File: config.mk
export PLATFORM = sky130hd
export DESIGN_NAME = lvp_cfg
export DESIGN_NICKNAME = d
export VERILOG_FILES = /design/src/lvp_pkg.sv /design/src/lvp_cfg.sv
export SDC_FILE = /design/constraint.sdc
export NUM_CORES = 1
export LEC_CHECK = 0
export ABC_AREA = 0
export ABC_CLOCK_PERIOD_IN_PS = 1700
export BUFFER_PORTS_ARGS = -buffer_cell sky130_fd_sc_hd__buf_2
export CORE_MARGIN = 3
export CORE_UTILIZATION = 42
export CTS_BUF_LIST = sky130_fd_sc_hd__clkbuf_4
export CTS_CLUSTER_DIAMETER = 50
export DETAILED_ROUTE_END_ITERATION = 6
export PLACE_DENSITY = 0.68
export SYNTH_ARGS = -nofsm -noshare
export SYNTH_HDL_FRONTEND = slang
export SYNTH_SLANG_ARGS = --single-unit
File: constraint.sdc
create_clock -name clk -period 1.7 [get_ports clk]
set_input_delay 0.34 -clock clk [delete_from_list [all_inputs] [get_ports clk]]
set_output_delay 0.34 -clock clk [all_outputs]
set_load 0.02 [all_outputs]
File: src/lvp_pkg.sv
// Shared types, constants and fixed-point helpers for the Langevin-Verlet
// position step. No dependencies; every other file imports this package.
package lvp_pkg;

	localparam int DEF_AXES      = 3;
	localparam int DEF_FRAC_BITS = 16;
	localparam int PIPE_DEPTH    = 6;
	localparam int CFG_AW        = 4;

	localparam logic signed [31:0] RST_COEF_A    = 32'sd65536;
	localparam logic signed [31:0] RST_COEF_B    = 32'sd65536;
	localparam logic        [30:0] RST_TIME_STEP = 31'd655;
	localparam logic        [30:0] RST_BOX       = 31'd655360;
	localparam logic        [30:0] RST_AMP       = 31'd65536;

	typedef enum logic [CFG_AW-1:0] {
		REG_COEF_A    = 4'd0,
		REG_COEF_B    = 4'd1,
		REG_TIME_STEP = 4'd2,
		REG_BOX_X     = 4'd3,
		REG_BOX_Y     = 4'd4,
		REG_BOX_Z     = 4'd5,
		REG_AMP0      = 4'd6,
		REG_AMP1      = 4'd7
	} reg_idx_t;

	// Item state after the second register stage.
	typedef struct packed {
		logic               regular;
		logic signed [31:0] x;
		logic signed [31:0] n_now;
		logic signed [31:0] nhalf;
		logic signed [31:0] xp_u;
		logic signed [31:0] bdt2;
		logic signed [31:0] kamp;
		logic signed [31:0] bx2;
		logic signed [31:0] force_v;
		logic        [30:0] box;
	} lvp_s2_t;

	function automatic logic signed [31:0] sat32(input logic signed [63:0] v);
		logic signed [31:0] r;
		if (v > 64'sd2147483647)
			r = 32'sh7fffffff;
		else if (v < -64'sd2147483648)
			r = 32'sh80000000;
		else
			r = v[31:0];
		return r;
	endfunction

	// Fixed-point product: floor shift, then saturate.
	function automatic logic signed [31:0] mul_q(input logic signed [31:0] a,
			input logic signed [31:0] b, input int frac);
		logic signed [63:0] p;
		p = a * b;
		return sat32(p >>> frac);
	endfunction

endpackage

File: src/lvp_cfg.sv
// Configuration register file of the Langevin-Verlet position step.
// Depends on lvp_pkg.
module lvp_cfg #(
	parameter int AXES = lvp_pkg::DEF_AXES
) (
	input  logic                       clk,
	input  logic                       arst_n,
	input  logic                       we,
	input  logic [lvp_pkg::CFG_AW-1:0] addr,
	input  logic [31:0]                wdata,
	output logic signed [31:0]         coef_a,
	output logic signed [31:0]         coef_b,
	output logic [30:0]                time_step,
	output logic [30:0]                box_len [AXES],
	output logic [30:0]                amp [2]
);
	import lvp_pkg::*;

	logic signed [31:0] coef_a_q, coef_b_q;
	logic [30:0]        dt_q;
	logic [30:0]        box_q [AXES];
	logic [30:0]        amp_q [2];

	always_ff @(posedge clk or negedge arst_n) begin
		if (!arst_n) begin
			coef_a_q <= RST_COEF_A;
			coef_b_q <= RST_COEF_B;
			dt_q     <= RST_TIME_STEP;
			amp_q[0] <= RST_AMP;
			amp_q[1] <= RST_AMP;
			for (int i = 0; i < AXES; i++)
				box_q[i] <= RST_BOX;
		end else if (we) begin
			unique case (addr)
				REG_COEF_A:    coef_a_q <= wdata;
				REG_COEF_B:    coef_b_q <= wdata;
				REG_TIME_STEP: dt_q     <= wdata[30:0];
				REG_AMP0:      amp_q[0] <= wdata[30:0];
				REG_AMP1:      amp_q[1] <= wdata[30:0];
				default: ;
			endcase
			// box registers beyond the axis count are dropped
			for (int i = 0; i < AXES; i++)
				if (addr == CFG_AW'(REG_BOX_X) + CFG_AW'(i))
					box_q[i] <= wdata[30:0];
		end
	end

	assign coef_a    = coef_a_q;
	assign coef_b    = coef_b_q;
	assign time_step = dt_q;
	assign box_len   = box_q;
	assign amp       = amp_q;

endmodule

==> impl_metrics.ini <==
[synthesis]
ys_seq_area_frac = 0.673
syn-num-nets = 577
syn-cell-area_mm2 = 0.00933
netlist_instances = 538
yosysWarnings = 0
avgSynthCellArea_um2 = 17.3
synth_seq_cells = 250
synth_area_leader_cell = dfrtp_1
yosysTopAreaCellShare = 0.628
synth_area_leaders = dfrtp_1, mux2_2, dfstp_2
synth_cell_types = 14

[floorplanning]
top_level_ports = 289
start_util = 0.435
dieArea_mm2 = 0.0240
fp.coreArea_mm2 = 0.0214
rows = 53
die_y_um = 155
fp.dieW_um = 155

[sta]
fmax_mhz = 617
setup_viol = 0
fin_hold_ws_ps = 75.9
drv_slew = 0
setup_ws_ps = 79.0
worst_clock_skew_ps = 0
relSlewSlack = 0.745
min_period_ps = 1620
tightest_slew_ps = 382
min_period_over_period = 0.954
rsz0062_at_grt = true
hold_viol_final = 0

[worst_setup_path]
cp_slowest_cell = dfstp_2
cp_max_fo = 2
r2r_end = box_len[53]
slowest_delay_ps = 530
regToRegSetupSlack_ps = 900
critPathTopFamily = flip-flops
crit_type = register to primary output
crit_chain = buf_6
reg2regPathDepth = 1
required_ps = 1360
rr_startpoint = box_len[53]
crit_cells = 1
cp_num_buf_inv = 1
endpoint_kind = primary output
worstPathArrival_ps = 1280
start_kind = register

[cells_and_area]
fin_area_mm2 = 0.0126
multi_input_area_mm2 = 0.00294
layout.nets = 962
final.fill_count = 1718
regArea_mm2 = 0.00628
area_growth_pct = 35.4
post_route_cells_drive_above_1_share = 0.686

[routing]
via_per_inst = 4.85
drc = 0
first_pass_iters = 4
drt_iter0_markers = 175
wl_per_cell_um = 19.2
ant_nets = 0
vias = 6079
wirelength_mm = 24.1

[power_and_ir_drop]
p_leak_nw = 6.27
power_mw = 18.9
ir_worst_vdd_v = 0.000809
p_per_area_mw_per_mm2 = 1500

[clocking]
clock_path_buffers = 3
cts_tree = yes
clock_latency_ps = 610
ctsHtreeMaxLevel = 3
clkSinkCount = 250
path_clk_slew_ps = 70
cts_root_buffer = clkbuf_4
numCtsBuffers = 69
cts_setup_buffers = 0

[hold_path]
min_path_cells = 2
worstHoldStart = wdata[23]
hold_end = box_len[54]
hold_class = input pin to register

[run_status]
status = finished clean

[global_route]
grt_max_degree = 54
antenna_found_initial = 1
grt_pass1_wl_mm = 37.6
track_usage = 0.199
grt_pass1_vias = 6664
gr-total-overflow = 0

[placement]
dpl_worst_slack_ps = -97.0
hpwl_mm = 16.1
port_buffers = 288
placed_area_mm2 = 0.0114
gp_congestion = 0.786

[run]
maxCapViolCount = 0
-- metal layers --
metal | share of wire | track usage | vias up
met2 | 0.48 | 0.316 | 231
met5 | 0 | 0 | -
met3 | 0.086 | 0.0798 | 55
met1 | 0.41 | 0.245 | 3057
met4 | 0.027 | 0.0799 | 0
li1 | - | - | 2736
-- worst max path at each step --
stage / to / startpoint / slack [ps]
after floorplan: box_len[31] / addr[3] / 170
after global placement: box_len[69] / addr[2] / -70
after detailed placement: box_len[52] / addr[3] / -100
after CTS: box_len[17] / box_len[17] / -4
after global routing: box_len[17] / box_len[17] / -20
final: box_len[17] / box_len[17] / 80
-- Yosys cell counts --
library cell and instances:
nor2_1 2, dfrtp_1 234, dfstp_2 16, mux2_1 35
mux2_2 215, nand3b_4 1, nor3b_2 3, nand2_1 2
clkbuf_1 2, nand3b_1 2, or3_1 1, and3_1 1
buf_4 3, buf_2 21
-- through the flow --
stage          instances  TNS (ps)   util
3_3_place_gp        1103     -6110  0.531
2_1_floorplan        538         0      -
3_5_place_dp        1103     -9630  0.531
6_report            1254         0  0.589
4_1_cts             1252     -4.06  0.588
5_1_grt             1254     -25.6  0.589
-- sequential cells by signal, summed over array words and instances, names as in the netlist --
signal / cells
coef_a: 32
time_step: 31
amp: 62
coef_b: 32
box_len: 93
-- cells in the final DEF (no fill, tap or decap), types with 2 or more instances in the layout --
master | Yosys | layout
clkbuf_4 | 0 | 107
nor3b_4 | 0 | 2
mux2_1 | 35 | 35
nand3b_1 | 2 | 2
mux2_2 | 215 | 215
dfstp_2 | 16 | 16
buf_6 | 0 | 8
clkinvlp_4 | 0 | 3
dfrtp_1 | 234 | 234
diode_2 | 0 | 2
buf_4 | 3 | 24
clkinv_2 | 0 | 3
bufinv_16 | 0 | 2
clkinv_1 | 0 | 10
buf_12 | 0 | 12
buf_2 | 21 | 271
dlygate4sd3_1 | 0 | 24
-- cell families (layout without fill, tap and decap cells) --
family	after synthesis	count (layout)	synth area share
other cells	0	2	0
simple gates	12	12	0.0107
mux	250	250	0.302
flops	250	250	0.673
buf+inv	26	465	0.0145
-- report_power, final --
part | total (mW) | switching [mW] | internal (mW)
clock | 5.62 | 2.43 | 3.18
sequential | 8.07 | 0.667 | 7.40
combinational | 5.21 | 3.11 | 2.10
-- repair_timing --
item | CTS | global route
endpoints found under the hold margin | 344 | 0
resized for setup | 16 | 8
hold buffers | 24 | 0
endpoints found under the setup margin | 14 | 9
-- final cells by class --
class | count | share of cell area
Sequential cell | 250 | 0.497
Multi-Input combinational cell | 262 | 0.233
Timing Repair Buffer | 340 | 0.168
Clock buffer | 107 | 0.0636
Tap cell | 275 | 0.0273
Clock inverter | 18 | 0.0107
Antenna cell | 2 | 0.000396
(Power assumes the default switching activity.)
